File: config.mk
export PLATFORM = sky130hd
export DESIGN_NAME = dcf_tail
export DESIGN_NICKNAME = d
export VERILOG_FILES = /design/src/design/dcf_pkg.sv /design/src/design/dcf_tail.sv
export SDC_FILE = /design/constraint.sdc
export NUM_CORES = 2
export LEC_CHECK = 0
export ABC_AREA = 1
export BUFFER_PORTS_ARGS = -buffer_cell sky130_fd_sc_hd__buf_2
export CAP_MARGIN = 0
export CORE_MARGIN = 2
export CORE_UTILIZATION = 51
export CTS_BUF_LIST = sky130_fd_sc_hd__clkbuf_16
export DETAILED_ROUTE_END_ITERATION = 7
export PLACE_DENSITY = 0.69
export SLEW_MARGIN = 10
export SYNTH_ARGS = -nofsm -noshare
export SYNTH_HDL_FRONTEND = slang
export SYNTH_SLANG_ARGS = --single-unit
File: constraint.sdc
create_clock -name clock -period 9.6 [get_ports clock]
set_input_delay 0.48 -clock clock [delete_from_list [all_inputs] [get_ports clock]]
set_output_delay 0.48 -clock clock [all_outputs]
set_load 0.1 [all_outputs]
File: src/design/dcf_pkg.sv
package dcf_pkg;

   localparam int COARSE_BITS_DEF = 16;
   localparam int FINE_BITS_DEF   = 8;

   localparam int DELAY_W  = 52;
   localparam int PERIOD_W = 33;
   localparam int QUANT_W  = 36;          // period times divider of at most 8
   localparam int DIV_W    = QUANT_W + 1; // twice the quantum for rounding
   localparam int NUM_W    = DELAY_W + 2; // 2*delay + quantum
   localparam int CSR_W    = PERIOD_W;

   localparam logic [PERIOD_W-1:0] INT_PERIOD_QNS = PERIOD_W'(160);
   localparam logic [PERIOD_W-1:0] MAX_EXT_PERIOD = PERIOD_W'(64'd8000000000);
   localparam logic [DELAY_W-1:0]  DELAY_MAX      = {DELAY_W{1'b1}};

   localparam logic CMD_ENCODE = 1'b0;
   localparam logic CMD_DECODE = 1'b1;

   localparam logic [1:0] SRC_EXTERNAL = 2'd0;

   typedef enum logic [1:0] {
      CSR_SPLIT_MODE   = 2'd0,
      CSR_CLOCK_SOURCE = 2'd1,
      CSR_DIV_EXP      = 2'd2,
      CSR_EXT_PERIOD   = 2'd3
   } csr_index_type;

   typedef struct packed {
      logic valid;
      logic decode;
      logic coarse_only;
      logic rounding;
      logic ovl;
   } ctl_type;

endpackage

File: src/design/dcf_tail.sv
module dcf_tail #(
   parameter int COARSE_BITS = 16,
   parameter int FINE_BITS   = 8
) (
   input  logic                        clock,
   input  logic                        reset,
   input  logic                        rsp_ready,
   output logic                        adv,
   input  dcf_pkg::ctl_type            ctl_i,
   input  logic [dcf_pkg::DIV_W-1:0]   dvs_i,
   input  logic [dcf_pkg::DIV_W-1:0]   rem_i,
   input  logic [COARSE_BITS-1:0]      quo_i,
   input  logic                        sat_i,
   input  logic [COARSE_BITS-1:0]      code_c_i,
   input  logic [FINE_BITS-1:0]        code_f_i,
   output logic                        out_valid,
   output logic [COARSE_BITS-1:0]      coarse_out,
   output logic [FINE_BITS-1:0]        fine_out,
   output logic [dcf_pkg::DELAY_W-1:0] delay_out,
   output logic                        overload
);
   import dcf_pkg::*;

   localparam int PROD_W = COARSE_BITS + QUANT_W;
   localparam int SUM_W  = (PROD_W + 1 > DELAY_W + 1) ? PROD_W + 1 : DELAY_W + 1;

   logic                   a_valid_ff, b_valid_ff, out_valid_ff;
   logic                   a_ovl_ff, b_ovl_ff, a_conly_ff;
   logic [COARSE_BITS-1:0] a_coarse_ff, a_coarse_in, b_coarse_ff, out_coarse_ff;
   logic [FINE_BITS-1:0]   a_fine_ff, a_fine_in, b_fine_ff, out_fine_ff;
   logic [QUANT_W-1:0]     a_q_ff, a_q_in;
   logic [PROD_W-1:0]      b_prod_ff;
   logic [SUM_W-1:0]       sum;
   logic [DELAY_W-1:0]     out_delay_ff, delay_in;
   logic                   out_ovl_ff;

   assign adv = !out_valid_ff || rsp_ready;

   always_comb begin
      if (ctl_i.decode) begin
         a_coarse_in = code_c_i;
         a_fine_in   = ctl_i.coarse_only ? '0 : code_f_i;
      end else begin
         a_coarse_in = sat_i ? {COARSE_BITS{1'b1}} : quo_i;
         if (ctl_i.coarse_only) begin
            a_fine_in = '0;
         end else if (rem_i > DIV_W'({FINE_BITS{1'b1}})) begin
            a_fine_in = {FINE_BITS{1'b1}};
         end else begin
            a_fine_in = rem_i[FINE_BITS-1:0];
         end
      end
      // rounding items carry twice the quantum as divisor
      a_q_in = ctl_i.rounding ? dvs_i[DIV_W-1:1] : dvs_i[QUANT_W-1:0];
   end

   always_comb begin
      sum      = SUM_W'(b_prod_ff) + SUM_W'(b_fine_ff);
      delay_in = (sum > SUM_W'(DELAY_MAX)) ? DELAY_MAX : sum[DELAY_W-1:0];
   end

   always_ff @(posedge clock) begin
      if (reset) begin
         a_valid_ff   <= 1'b0;
         b_valid_ff   <= 1'b0;
         out_valid_ff <= 1'b0;
      end else if (adv) begin
         a_valid_ff   <= ctl_i.valid;
         b_valid_ff   <= a_valid_ff;
         out_valid_ff <= b_valid_ff;
      end
   end

   always_ff @(posedge clock) begin
      if (adv) begin
         a_coarse_ff   <= a_coarse_in;
         a_fine_ff     <= a_fine_in;
         a_q_ff        <= a_q_in;
         a_ovl_ff      <= ctl_i.ovl;
         a_conly_ff    <= ctl_i.coarse_only;
         b_prod_ff     <= a_coarse_ff * a_q_ff;
         b_coarse_ff   <= a_coarse_ff;
         b_fine_ff     <= a_fine_ff;
         b_ovl_ff      <= a_ovl_ff;
         out_coarse_ff <= b_ovl_ff ? '0 : b_coarse_ff;
         out_fine_ff   <= b_ovl_ff ? '0 : b_fine_ff;
         out_delay_ff  <= b_ovl_ff ? '0 : delay_in;
         out_ovl_ff    <= b_ovl_ff;
      end
   end

   assign out_valid  = out_valid_ff;
   assign coarse_out = out_coarse_ff;
   assign fine_out   = out_fine_ff;
   assign delay_out  = out_delay_ff;
   assign overload   = out_ovl_ff;

   a_conly_no_fine: assert property (@(posedge clock) disable iff (reset)
      a_valid_ff && a_conly_ff |-> a_fine_ff == '0)
      else $error("fine code set in coarse-only mode");

   a_ovl_zero: assert property (@(posedge clock) disable iff (reset)
      out_valid_ff && out_ovl_ff |-> out_coarse_ff == '0 && out_fine_ff == '0
                                     && out_delay_ff == '0)
      else $error("overload item carries nonzero fields");

   a_stall_ready: assert property (@(posedge clock) disable iff (reset)
      out_valid_ff && !rsp_ready |-> !adv)
      else $error("pipeline advanced into a held output");

endmodule

==> qor.txt <==
Post CTS Setup Buffer Count -> 0
delay-heaviest family, CP -> adder cells
asr flop ratio synth -> 0
final design utilization -> 0.553
nets@finish -> 4,699
MaxCap Viol Count -> 0
Startpoint Class -> flop
DP HPWL -> 63.4 mm
Yosys top cell area share -> 0.315
overall die width -> 247 um
final hold violation count -> 0
Clk Latency, worst-skew pair -> 0.58 ns
post-cts repair resize count -> 0
Synth Area per Inst -> 7.77 sq um
vias in the first global route -> 24,800
Seq cells post-synth -> 218
Netlist cell types -> 38
first-pass detailed-route iteration total -> 6
maximum clock insertion buffer count -> 3
max incr delay on CP -> 0.65 ns
Via density -> 4.99
FILL cells -> 5,571
PortBufs -> 201
Cells after Synth -> 3,883
CTS clk-pin slew, worst paths -> 0.06 ns
YS warnings -> 0
fin crit share -> 0.700
Net Count, Synth -> 4,613
CP Capture Type -> flop
Post-synth EDFFs -> 215
CTS Hold Bufs -> 0
setup_tns -> 0 ns
Syn-to-layout area delta -> 7.82%
grt total ovfl -> 0
Data arrival, critical path -> 7.03 ns
DRC -> 0
cells along the critical path -> buf_4 > nand2_1 > fa_1 > inv_1 > fa_1 > fa_1 > fa_1 > fa_1 > inv_1 > fa_1 > inv_1 > ha_1 > nand2_1 > inv_1 > nand2_1 > nand3_1 > a21oi_1 > nand2_1 > a21oi_1 > xnor2_1
row cnt -> 89
die area -> 0.0611 sq mm
largest net degree at the start of global routing -> 171
crit path time final -> 6.72 ns
Post-DRT Antenna Nets -> 0
via count -> 23,800
H-tree depth -> 1
Worst path most repeated cell -> fa_1
CP max-delay cell -> edfxtp_1
worst min path class -> input port to flop
cell count after placement -> 4,713
worst path bufs/invs -> 5
worst-path fanout max -> 26
clk sinks -> 218
Critical Path RT -> 9.91 ns
share of layout cells above drive strength 1 -> 0.0730
Yosys top cell by area -> fa_1
Initial Utilization -> 0.513
first-pass GRT wire length -> 129 mm
GP Congestion -> 0.963
Core ar. -> 0.0588 sq mm
Final Max Tran Viols -> 0
Slew @ Worst Pin -> 1.01 ns
Mapped Area -> 0.0302 sq mm
GRT Total Usage -> 0.272
WS Path Type -> flop to flop
Worst slew margin -> 0.329
final setup fails -> 0
Detailed Route Iter0 Violations -> 1,398
ranking of synthesized cells by area -> fa_1 (32%), edfxtp_1 (21%), nand2_1 (15%)
I/O Pins -> 202
Die Y-Extent -> 247 um
post-synthesis sequential area ratio -> 0.216
outcome -> finished clean
antenna violations before repair -> 1
RSZ-0062 raised after global routing -> false
Final Instance Count excl. Fillers -> 4,763
CTS tree -> yes
f_max -> 149 MHz
Root Buffer -> clkbuf_16
clock skew -> 0.0152 ns
Synth Flop Type -> edfxtp_1
wire per inst -> 16.5 um
Num CTS Buffers -> 27
top cells by count, synth -> nand2_1 (1,192), inv_1 (1,058), fa_1 (475), nor2_1 (225), edfxtp_1 (215)
most common cell in the netlist -> nand2_1
drt total wl -> 78.8 mm
cell type report:
| cell class | instances | area (sq um) | area share |
|---|---|---|---|
| clock inverter | 22 | 195 | 0.00600 |
| sequential | 218 | 6520 | 0.200 |
| clock buffer | 27 | 676 | 0.0208 |
| multi-input combinational | 2442 | 19000 | 0.585 |
| timing repair buffer | 221 | 1170 | 0.0359 |
| inverter | 1059 | 3980 | 0.122 |
| antenna | 1 | 2.50 | 0.0000769 |
| tap | 773 | 967 | 0.0297 |
kinds of logic after synthesis:
family | after synthesis | synth area share
xor gates and xnor gates | 57 | 0.0166
AOI/OAI and AO/OA | 173 | 0.0307
DFF | 218 | 0.216
and+or+nand+nor | 1605 | 0.213
adders and majority gates | 607 | 0.370
buffers and inverters | 1223 | 0.154
sequential cells by signal, indices dropped and copies added (netlist names):
signal,flops
b_valid_ff,1
b_prod_ff,52
a_q_ff,36
delay_out,52
a_fine_ff,8
a_ovl_ff,1
fine_out,8
b_ovl_ff,1
a_coarse_ff,16
out_valid,1
overload,1
coarse_out,16
a_valid_ff,1
b_fine_ff,8
b_coarse_ff,16
layer usage:
metal	wire length [um]	track usage
met1	33200	0.353
met2	38200	0.474
met3	5300	0.0393
met4	2060	0.0734
met5	0	0
metrics by stage:
step                worst slack [ns]  hold slack (ns)  cell area [sq um]
CTS                             2.98           0.0542              32500
finish                          2.88           0.0844              32500
floorplan                       3.39            0.400              30200
global placement                2.93            0.402              31600
global route                    2.62           0.0671              32500
detailed placement              3.00            0.405              31600
path summary, 6_finish.rpt:
check	cells after the start	to	slack, ns	from
min	1	a_ovl_ff$_DFFE_PP_	0.08	ctl_i[0]
min reg2reg	0	b_fine_ff[6]$_DFFE_PP_	0.42	a_fine_ff[6]$_DFFE_PP_
max	20	b_prod_ff[28]$_DFFE_PP_	2.88	a_coarse_ff[9]$_DFFE_PP_
max reg2reg	20	b_prod_ff[28]$_DFFE_PP_	2.88	a_coarse_ff[9]$_DFFE_PP_
placed cells by master, fill, tap and decap left out, drive strengths merged, types with 8 or more instances in the layout:
| cell type | netlist | final |
|---|---|---|
| nand3 | 97 | 97 |
| xnor2 | 24 | 24 |
| inv | 1059 | 1068 |
| edfxtp | 215 | 215 |
| and2 | 9 | 9 |
| a21oi | 109 | 109 |
| nor2 | 233 | 233 |
| nor3 | 21 | 21 |
| nand2 | 1196 | 1196 |
| clkbuf | 157 | 27 |
| nand3b | 10 | 10 |
| o21ai | 52 | 52 |
| ha | 132 | 132 |
| clkinv | 0 | 8 |
| xor2 | 33 | 33 |
| fa | 475 | 475 |
| nand4 | 36 | 36 |
| buf | 7 | 221 |
Power is not shown: default switching activity piles up to over one toggle a cycle in this logic, so the estimate is an artifact.
