## src/design/dcf_pkg.sv

```systemverilog
package dcf_pkg;

   localparam int COARSE_BITS_DEF = 16;
   localparam int FINE_BITS_DEF   = 8;

   localparam int DELAY_W  = 52;
   localparam int PERIOD_W = 33;
   localparam int QUANT_W  = 36;          // period times divider of at most 8
   localparam int DIV_W    = QUANT_W + 1; // twice the quantum for rounding
   localparam int NUM_W    = DELAY_W + 2; // 2*delay + quantum
   localparam int CSR_W    = PERIOD_W;

   localparam logic [PERIOD_W-1:0] INT_PERIOD_QNS = PERIOD_W'(160);
   localparam logic [PERIOD_W-1:0] MAX_EXT_PERIOD = PERIOD_W'(64'd8000000000);
   localparam logic [DELAY_W-1:0]  DELAY_MAX      = {DELAY_W{1'b1}};

   localparam logic CMD_ENCODE = 1'b0;
   localparam logic CMD_DECODE = 1'b1;

   localparam logic [1:0] SRC_EXTERNAL = 2'd0;

   typedef enum logic [1:0] {
      CSR_SPLIT_MODE   = 2'd0,
      CSR_CLOCK_SOURCE = 2'd1,
      CSR_DIV_EXP      = 2'd2,
      CSR_EXT_PERIOD   = 2'd3
   } csr_index_type;

   typedef struct packed {
      logic valid;
      logic decode;
      logic coarse_only;
      logic rounding;
      logic ovl;
   } ctl_type;

endpackage

```

## src/design/dcf_cell.sv

```systemverilog
module dcf_cell #(
   parameter int COARSE_BITS = 16,
   parameter int FINE_BITS   = 8
) (
   input  logic                        clock,
   input  logic                        reset,
   input  logic                        adv,
   input  dcf_pkg::ctl_type            ctl_i,
   input  logic [dcf_pkg::NUM_W-1:0]   num_i,
   input  logic [dcf_pkg::DIV_W-1:0]   dvs_i,
   input  logic [dcf_pkg::DIV_W-1:0]   rem_i,
   input  logic [COARSE_BITS-1:0]      quo_i,
   input  logic                        sat_i,
   input  logic [COARSE_BITS-1:0]      code_c_i,
   input  logic [FINE_BITS-1:0]        code_f_i,
   output dcf_pkg::ctl_type            ctl_o,
   output logic [dcf_pkg::NUM_W-1:0]   num_o,
   output logic [dcf_pkg::DIV_W-1:0]   dvs_o,
   output logic [dcf_pkg::DIV_W-1:0]   rem_o,
   output logic [COARSE_BITS-1:0]      quo_o,
   output logic                        sat_o,
   output logic [COARSE_BITS-1:0]      code_c_o,
   output logic [FINE_BITS-1:0]        code_f_o
);
   import dcf_pkg::*;

   ctl_type                ctl_ff;
   logic [NUM_W-1:0]       num_ff;
   logic [DIV_W-1:0]       dvs_ff, rem_ff, rem_in;
   logic [COARSE_BITS-1:0] quo_ff, code_c_ff;
   logic                   sat_ff;
   logic [FINE_BITS-1:0]   code_f_ff;
   logic [DIV_W:0]         shifted, diff;
   logic                   ge;

   // one restoring division step on the numerator msb
   always_comb begin
      shifted = {rem_i, num_i[NUM_W-1]};
      diff    = shifted - {1'b0, dvs_i};
      ge      = shifted >= {1'b0, dvs_i};
      rem_in  = ge ? diff[DIV_W-1:0] : shifted[DIV_W-1:0];
   end

   // only the valid bit is cleared by reset
   always_ff @(posedge clock) begin
      if (reset) begin
         ctl_ff.valid <= 1'b0;
      end else if (adv) begin
         ctl_ff <= ctl_i;
      end
   end

   always_ff @(posedge clock) begin
      if (adv) begin
         num_ff             <= {num_i[NUM_W-2:0], 1'b0};
         dvs_ff             <= dvs_i;
         rem_ff             <= rem_in;
         quo_ff             <= {quo_i[COARSE_BITS-2:0], ge};
         sat_ff             <= sat_i | quo_i[COARSE_BITS-1];
         code_c_ff          <= code_c_i;
         code_f_ff          <= code_f_i;
      end
   end

   assign ctl_o    = ctl_ff;
   assign num_o    = num_ff;
   assign dvs_o    = dvs_ff;
   assign rem_o    = rem_ff;
   assign quo_o    = quo_ff;
   assign sat_o    = sat_ff;
   assign code_c_o = code_c_ff;
   assign code_f_o = code_f_ff;

   a_rem_below_divisor: assert property (@(posedge clock) disable iff (reset)
      ctl_ff.valid && !ctl_ff.ovl |-> rem_ff < dvs_ff)
      else $error("partial remainder not below divisor");

   a_sat_sticky: assert property (@(posedge clock) disable iff (reset)
      adv && sat_i |=> sat_ff)
      else $error("saturation flag lost in cell");

   a_valid_hold: assert property (@(posedge clock) disable iff (reset)
      !adv |=> ctl_ff.valid == $past(ctl_ff.valid))
      else $error("cell valid changed while stalled");

endmodule

```

## config.mk

```make
export PLATFORM = sky130hd
export DESIGN_NAME = dcf_cell
export DESIGN_NICKNAME = d
export VERILOG_FILES = /design/src/design/dcf_pkg.sv /design/src/design/dcf_cell.sv
export SDC_FILE = /design/constraint.sdc
export NUM_CORES = 1
export LEC_CHECK = 0
export BUFFER_PORTS_ARGS = -buffer_cell sky130_fd_sc_hd__buf_4
export CORE_MARGIN = 10
export CORE_UTILIZATION = 43
export CTS_BUF_LIST = sky130_fd_sc_hd__clkbuf_8 sky130_fd_sc_hd__clkbuf_16
export DETAILED_ROUTE_END_ITERATION = 8
export GPL_TIMING_DRIVEN = 0
export MAX_ROUTING_LAYER = met4
export PLACE_DENSITY_LB_ADDON = 0.08
export SLEW_MARGIN = 40
export SYNTH_ARGS = -nofsm -noshare
export SYNTH_HDL_FRONTEND = slang
export SYNTH_SLANG_ARGS = --single-unit
```

## constraint.sdc

```tcl
create_clock -name clock -period 3.2 [get_ports clock]
set_input_delay 0.48 -clock clock [delete_from_list [all_inputs] [get_ports clock]]
set_output_delay 0.48 -clock clock [all_outputs]
set_load 0.02 [all_outputs]
```

==> summary.md, run 1 <==
| Metric | Value |
|---|---|
| Status | completed |
| Syn-to-layout area delta | 45.8% |
| Syn Nets | 791 |
| Crit path DAT | 3.31 ns |
| Sequential cell area fraction in the yosys report | 64.5% |
| Placed Cells | 1156 |
| Post-synthesis xor/xnor area fraction | 3.38% |
| Die area | 24600 um^2 |
| Max Root-Sink Buffers | 2 |
| Sequential Power Share | 44.0% |
| CTS sink cnt | 173 |
| Critical Path RT | 3.38 ns |
| Placed cell area | 11000 um^2 |
| DR WL/cell | 21.3 um |
| Gr usage total | 20.2% |
| CP Max Fanout | 10 |
| Switching share of power | 29.3% |
| Number of global-route vias before repair | 6302 |
| Mux share of post-synthesis cell area | 5.95% |
| Leak | 0.00512 uW |
| CTS Buf Count | 17 |
| CTS tree | yes |
| Hold_buf cts | 0 |
| Starting Density | 44.3% |
| Number of enable flip-flop cells after synthesis | 172 |
| Final core area utilization | 64.5% |
| Row cnt | 49 |
| Commonest cells in the netlist | edfxtp_1 (172), inv_1 (44), ha_1 (37) |
| Slowest CP cell | a311oi_2 |
| Startpoint Class | primary input |
| Peak supply drop | 0.372 mV |
| Syn_area_per_cell | 14.0 um^2 |
| 1st-iter DRT viols | 371 |
| Layout cells sized above 1 | 46.6% |
| Main synth FF type | edfxtp_1 |
| Top cells by area, synth | edfxtp_1 (64%), ha_1 (5.8%), mux2_4 (3.2%), mux2_2 (2.5%), inv_1 (2.1%) |
| Final setup viols | 0 |
| Setup TNS | 0 ns |
| Final net count | 1165 |
| WL final | 25.4 mm |
| Final instance area | 11700 um^2 |
| Clk network pwr share | 31.6% |
| Post-synthesis compound-gate area fraction | 9.83% |
| Clock root buffer | clkbuf_16 |
| Total grt overflow | 0 |
| Max-slew violations | 0 |
| Delay of the slowest cell on the worst path | 0.40 ns |
| Post-synth top area cell | edfxtp_1 |
| Distinct cells, synth | 57 |
| Post-Synthesis Cell Area | 8040 um^2 |
| Worst min path class | in2reg |
| Internal power | 4520 uW |
| Post-DRT Antenna Nets | 0 |
| Die Span X | 157 um |
| Initial antenna violation count | 0 |
| Placer Congestion | 0.864 |
| Switch Pwr | 1880 uW |
| Final hold vios | 0 |
| Crit Path Class | in2reg |
| Detail Placement HPWL | 20.4 mm |
| Worst path bufs/invs | 5 |
| Core area | 18100 um^2 |
| H-tree depth | 4 |
| 1st-pass router iterations | 4 |
| CP top delay family | compound AO/OA/AOI/OAI gates |
| Main combinational cell family by area after synthesis | compound AO/OA/AOI/OAI gates |
| Slew margin rel. | 53.9% |
| Most frequent cell after synthesis | edfxtp_1 |
| Post-Synth Simple-Gate Area | 7.04% |
| CP Capture Type | register |
| I/O pin count | 351 |
| Port Buf Inserts | 349 |
| First-pass GRT wire length | 37.1 mm |
| Worst-Skew Late Latency | 0.43 ns |
| FILL cells | 1434 |
| Yosys warns | 0 |
| Post-synthesis instance total | 576 |
| Post-synth ARST share | 0% |
| Adder-Cell Fraction of Synth Area | 6.01% |
| Ant diodes | 0 |
| Pin count of the biggest net entering global routing | 65 |
| Via-per-instance ratio | 5.17 |
| Period minus WS final | 3.13 ns |
| Comb pwr share | 24.4% |
| Post-route non-filler standard cell count | 1191 |
| Top cell type's share of synthesized area | 64.3% |
| Max Cap Viol | 0 |
| Critical path, cell by cell | buf_4 -> inv_1 -> ha_1 -> buf_4 -> a21oi_1 -> o21ai_1 -> a311oi_2 -> a21oi_4 -> a311oi_4 -> o41a_1 -> o211a_1 -> buf_8 -> buf_8 -> mux2_4 |
| Post-route DRC | 0 |
| Clock slew at reported path FFs | 0.07 ns |
| Yosys reg bits | 173 |
| Vias | 6160 |
| Final Cycle Share | 97.8% |
| Max frequency | 319 MHz |
| Worst slew pin tran | 0.692 ns |
| Chip height | 157 um |
| Worst Skew | 0 ns |
| Pwr Density | 546 nW/um^2 |
-- layout make-up --
class | count | area (um^2) | share of cell area, %
Buffer | 16 | 118 | 1.00
Clock buffer | 17 | 425 | 3.63
Clock inverter | 14 | 146 | 1.25
Inverter | 44 | 165 | 1.41
Multi-Input combinational cell | 342 | 2660 | 22.7
Sequential cell | 173 | 5180 | 44.3
Tap cell | 229 | 287 | 2.45
Timing Repair Buffer | 356 | 2730 | 23.3
-- timing repair --
| item | 4_1_cts | 5_1_grt |
|---|---|---|
| pin swaps | 1 | 4 |
| cloned | 0 | 0 |
| gates resized for setup | 0 | 13 |
| buffers inserted | 1 | 4 |
| endpoints found under the setup margin | 26 | 28 |
-- final timing paths --
| path | depth (start not counted) | slack (ns) | start | to |
|---|---|---|---|---|
| max | 14 | 0.07 | dvs_i[7] | rem_o[22]$_DFFE_PP_ |
| min | 2 | 0.21 | reset | ctl_o[4]$_SDFFE_PP0P_ |
| max reg2reg | 2 | 2.61 | ctl_o[4]$_SDFFE_PP0P_ | ctl_o[4]$_SDFFE_PP0P_ |
| min reg2reg | 2 | 0.51 | ctl_o[4]$_SDFFE_PP0P_ | ctl_o[4]$_SDFFE_PP0P_ |
-- routing by layer --
layer	share of wire [%]	vias to the layer above	GRT usage, %	wire, um
met5	0	-	-	0
met4	1.2	0	5.71	307
met3	10	19	8.11	2620
met2	52	268	34.9	13300
met1	36	2949	20.8	9150
li1	-	2924	-	-
-- cells by family after synthesis --
group | after synthesis
AOI/OAI and AO/OA | 120
xor gates and xnor gates | 31
adders and majority gates | 38
buffers and inverters | 61
DFF | 173
muxes | 37
other | 1
and+or+nand+nor | 115
-- flip-flops by register name, summed over array words and instances (netlist names) --
| name | cells |
|---|---|
| num_o | 53 |
| code_c_o | 16 |
| ctl_o | 5 |
| code_f_o | 8 |
| quo_o | 16 |
| dvs_o | 37 |
| rem_o | 37 |
| sat_o | 1 |
-- worst reg2reg max path: cells and delay by family (launching register included) --
| family | cells | cell delay, ns |
|---|---|---|
| muxes | 1 | 0.13 |
| DFF | 1 | 0.31 |
| and+or+nand+nor | 1 | 0.05 |
-- through the flow --
step	total power (uW)	worst slack (ns)	hold WS [ns]
6_report	6400	0.0689	0.209
5_1_grt	6660	-0.0210	0.197
4_1_cts	6440	0.0406	0.194
3_5_place_dp	4410	-0.509	0.496
3_3_place_gp	4380	-0.515	0.482
2_1_floorplan	3690	0.00566	0.552
-- power by group through the flow --
stage | logic, uW | clock network, uW | registers, uW
final | 1560 | 2020 | 2810
after global routing | 1680 | 2150 | 2840
after CTS | 1550 | 2080 | 2820
after detailed placement | 1540 | 0 | 2870
after floorplan | 540 | 0 | 3150
after global placement | 1520 | 0 | 2860
-- cell usage in the layout (no fill, tap or decap), types with 4 or more instances in the layout --
| cell | synthesis | final |
|---|---|---|
| clkbuf_16 | 0 | 17 |
| or3_1 | 4 | 4 |
| nor2_1 | 31 | 31 |
| o21ai_0 | 23 | 22 |
| a31oi_1 | 4 | 4 |
| clkbuf_1 | 10 | 9 |
| mux2_2 | 18 | 18 |
| nor3_1 | 7 | 6 |
| a211oi_1 | 6 | 5 |
| inv_1 | 44 | 44 |
| ha_1 | 37 | 37 |
| inv_6 | 0 | 4 |
| buf_4 | 1 | 354 |
| a21oi_1 | 32 | 30 |
| a21o_1 | 15 | 15 |
| and3_1 | 5 | 4 |
| edfxtp_1 | 172 | 172 |
| o21a_1 | 6 | 6 |
| xnor2_1 | 17 | 17 |
| or2_2 | 4 | 4 |
| nor2b_1 | 8 | 8 |
| nand3_1 | 9 | 8 |
| o211ai_1 | 4 | 4 |
| mux2_4 | 17 | 17 |
| inv_8 | 0 | 4 |
| nand4_1 | 6 | 6 |
| nand2_1 | 29 | 29 |
| xor2_1 | 14 | 14 |
Note: power is estimated with default switching activity, not from simulation.
==> run 2: changes to the inputs <==
- CELL_PAD_IN_SITES_DETAIL_PLACEMENT: not set -> 0
- CELL_PAD_IN_SITES_GLOBAL_PLACEMENT: not set -> 1
- CORE_UTILIZATION: 43 -> 33
- CTS_CLUSTER_DIAMETER: not set -> 150
==> run 2 against run 1 <==
Against the previous run:
- non-clock buffer count down 2
- worst hold slack improved by 0.0036 ns
- first-iteration DRC count is 25% lower
- via count decreased by 2.6%
- clock power is essentially flat
- register-to-register slack barely moved
- highest routed layer unchanged
- critical path type unchanged
- cell area rose by 0.79%
- critical endpoint is now rem_o[24]$_DFFE_PP_
- setup slack better by 0.015 ns
==> summary.md, run 2 (synthesis results as in run 1) <==
| Metric | Value |
|---|---|
| Final hold vios | 0 |
| Leak | 0.00510 uW |
| Placer Congestion | 0.814 |
| DR WL/cell | 20.3 um |
| Vias | 6001 |
| Slew margin rel. | 48.1% |
| Clock root buffer | clkbuf_16 |
| Initial antenna violation count | 0 |
| WL final | 26.1 mm |
| Via-per-instance ratio | 4.67 |
| Number of global-route vias before repair | 6180 |
| Peak supply drop | 0.268 mV |
| Layout cells sized above 1 | 46.8% |
| Worst slew pin tran | 0.778 ns |
| Final setup viols | 0 |
| 1st-pass router iterations | 4 |
| Placed Cells | 1251 |
| CTS sink cnt | 173 |
| Max Cap Viol | 0 |
| CP Capture Type | register |
| Worst min path class | in2reg |
| Chip height | 176 um |
| 1st-iter DRT viols | 279 |
| Row cnt | 57 |
| Max frequency | 321 MHz |
| H-tree depth | 4 |
| CTS Buf Count | 17 |
| RSZ-0062 raised after global routing | true |
| Crit Path Class | in2reg |
| Setup TNS | 0 ns |
| Detail Placement HPWL | 21.1 mm |
| Max-slew violations | 0 |
| Status | completed |
| Period minus WS final | 3.12 ns |
| Post-route DRC | 0 |
| Starting Density | 33.3% |
| Pin count of the biggest net entering global routing | 71 |
| Die Span X | 176 um |
| Crit path DAT | 3.29 ns |
| Core area | 24100 um^2 |
| I/O pin count | 351 |
| Syn-to-layout area delta | 46.9% |
| Most common cell after layout, fill and taps aside | buf_4 |
| Final net count | 1163 |
| CTS tree | yes |
| Port Buf Inserts | 349 |
| Worst Skew | 0 ns |
| Largest register FFs | 53 |
| Final Cycle Share | 97.4% |
| Die area | 31000 um^2 |
| First-pass GRT wire length | 38.4 mm |
| Highest-count cells in the layout ignoring fill and taps | buf_4 (354), edfxtp_1 (172), inv_1 (44), ha_1 (34) |
| CP Max Fanout | 10 |
| Total grt overflow | 0 |
| Gr usage total | 16.6% |
| Pwr Density | 541 nW/um^2 |
| Critical Path RT | 3.38 ns |
| Startpoint Class | primary input |
| Post-route non-filler standard cell count | 1285 |
| Clock slew at reported path FFs | 0.07 ns |
| Post-DRT Antenna Nets | 0 |
| Max Root-Sink Buffers | 2 |
| Worst-Skew Late Latency | 0.43 ns |
## run 2: repair_timing
action	in CTS	in global routing
hold buffers	0	0
setup buffers	1	3
pin swaps	2	5
hold endpoints to repair	0	0
endpoints found under the setup margin	28	27
gates resized for setup	3	9
## run 2: worst paths after layout
kind	start	to	slack [ns]	depth (start not counted)
worst max-delay path	dvs_i[12]	rem_o[24]$_DFFE_PP_	0.08	13
worst min-delay path	reset	ctl_o[4]$_SDFFE_PP0P_	0.21	2
worst max register to register	ctl_o[4]$_SDFFE_PP0P_	ctl_o[4]$_SDFFE_PP0P_	2.62	2
worst min register to register	ctl_o[4]$_SDFFE_PP0P_	ctl_o[4]$_SDFFE_PP0P_	0.50	2
## run 2: layout make-up
class | count | area, um^2
clock buffer | 17 | 425
timing repair buffer | 355 | 2710
inverter | 44 | 165
buffer | 15 | 103
multi-input combinational | 342 | 2660
clock inverter | 14 | 145
tap | 324 | 405
fill | 2229 | 12300
sequential | 173 | 5180
antenna | 1 | 2.50
## run 2: per-layer routing
layer,track usage [%],wire (um)
met2,27.8,13200
met1,18.8,10600
met3,5.17,2050
met4,4.45,320
met5,-,0
## run 2: critical path: stages
cell,delay (ns)
buf_4,0.09
inv_1,0.03
ha_1,0.38
and3_4,0.26
and3_1,0.18
nand3_2,0.13
a21oi_4,0.26
a311oi_4,0.15
o41a_1,0.45
o211a_1,0.25
buf_6,0.16
buf_8,0.16
mux2_4,0.30
## run 2: metrics by stage
step                      total power, uW  hold WS [ns]  worst slack [ns]  utilization, %  instance area (um^2)
after floorplan                      3690         0.552           0.00566               -                  8080
after global placement               4400         0.487            -0.612            46.1                 11100
after detailed placement             4420         0.491            -0.594            46.3                 11200
after CTS                            6460         0.194            0.0350            48.8                 11800
after global routing                 6680         0.197           -0.0233            49.0                 11800
final                                6390         0.213            0.0838            49.0                 11800
## run 2: where the power goes
| group | switching (uW) | leakage (uW) | total, uW | internal [uW] |
|---|---|---|---|---|
| sequential | 59.6 | 0.00169 | 2810 | 2750 |
| clock | 988 | 0.000274 | 2020 | 1030 |
| combinational | 828 | 0.00314 | 1550 | 727 |
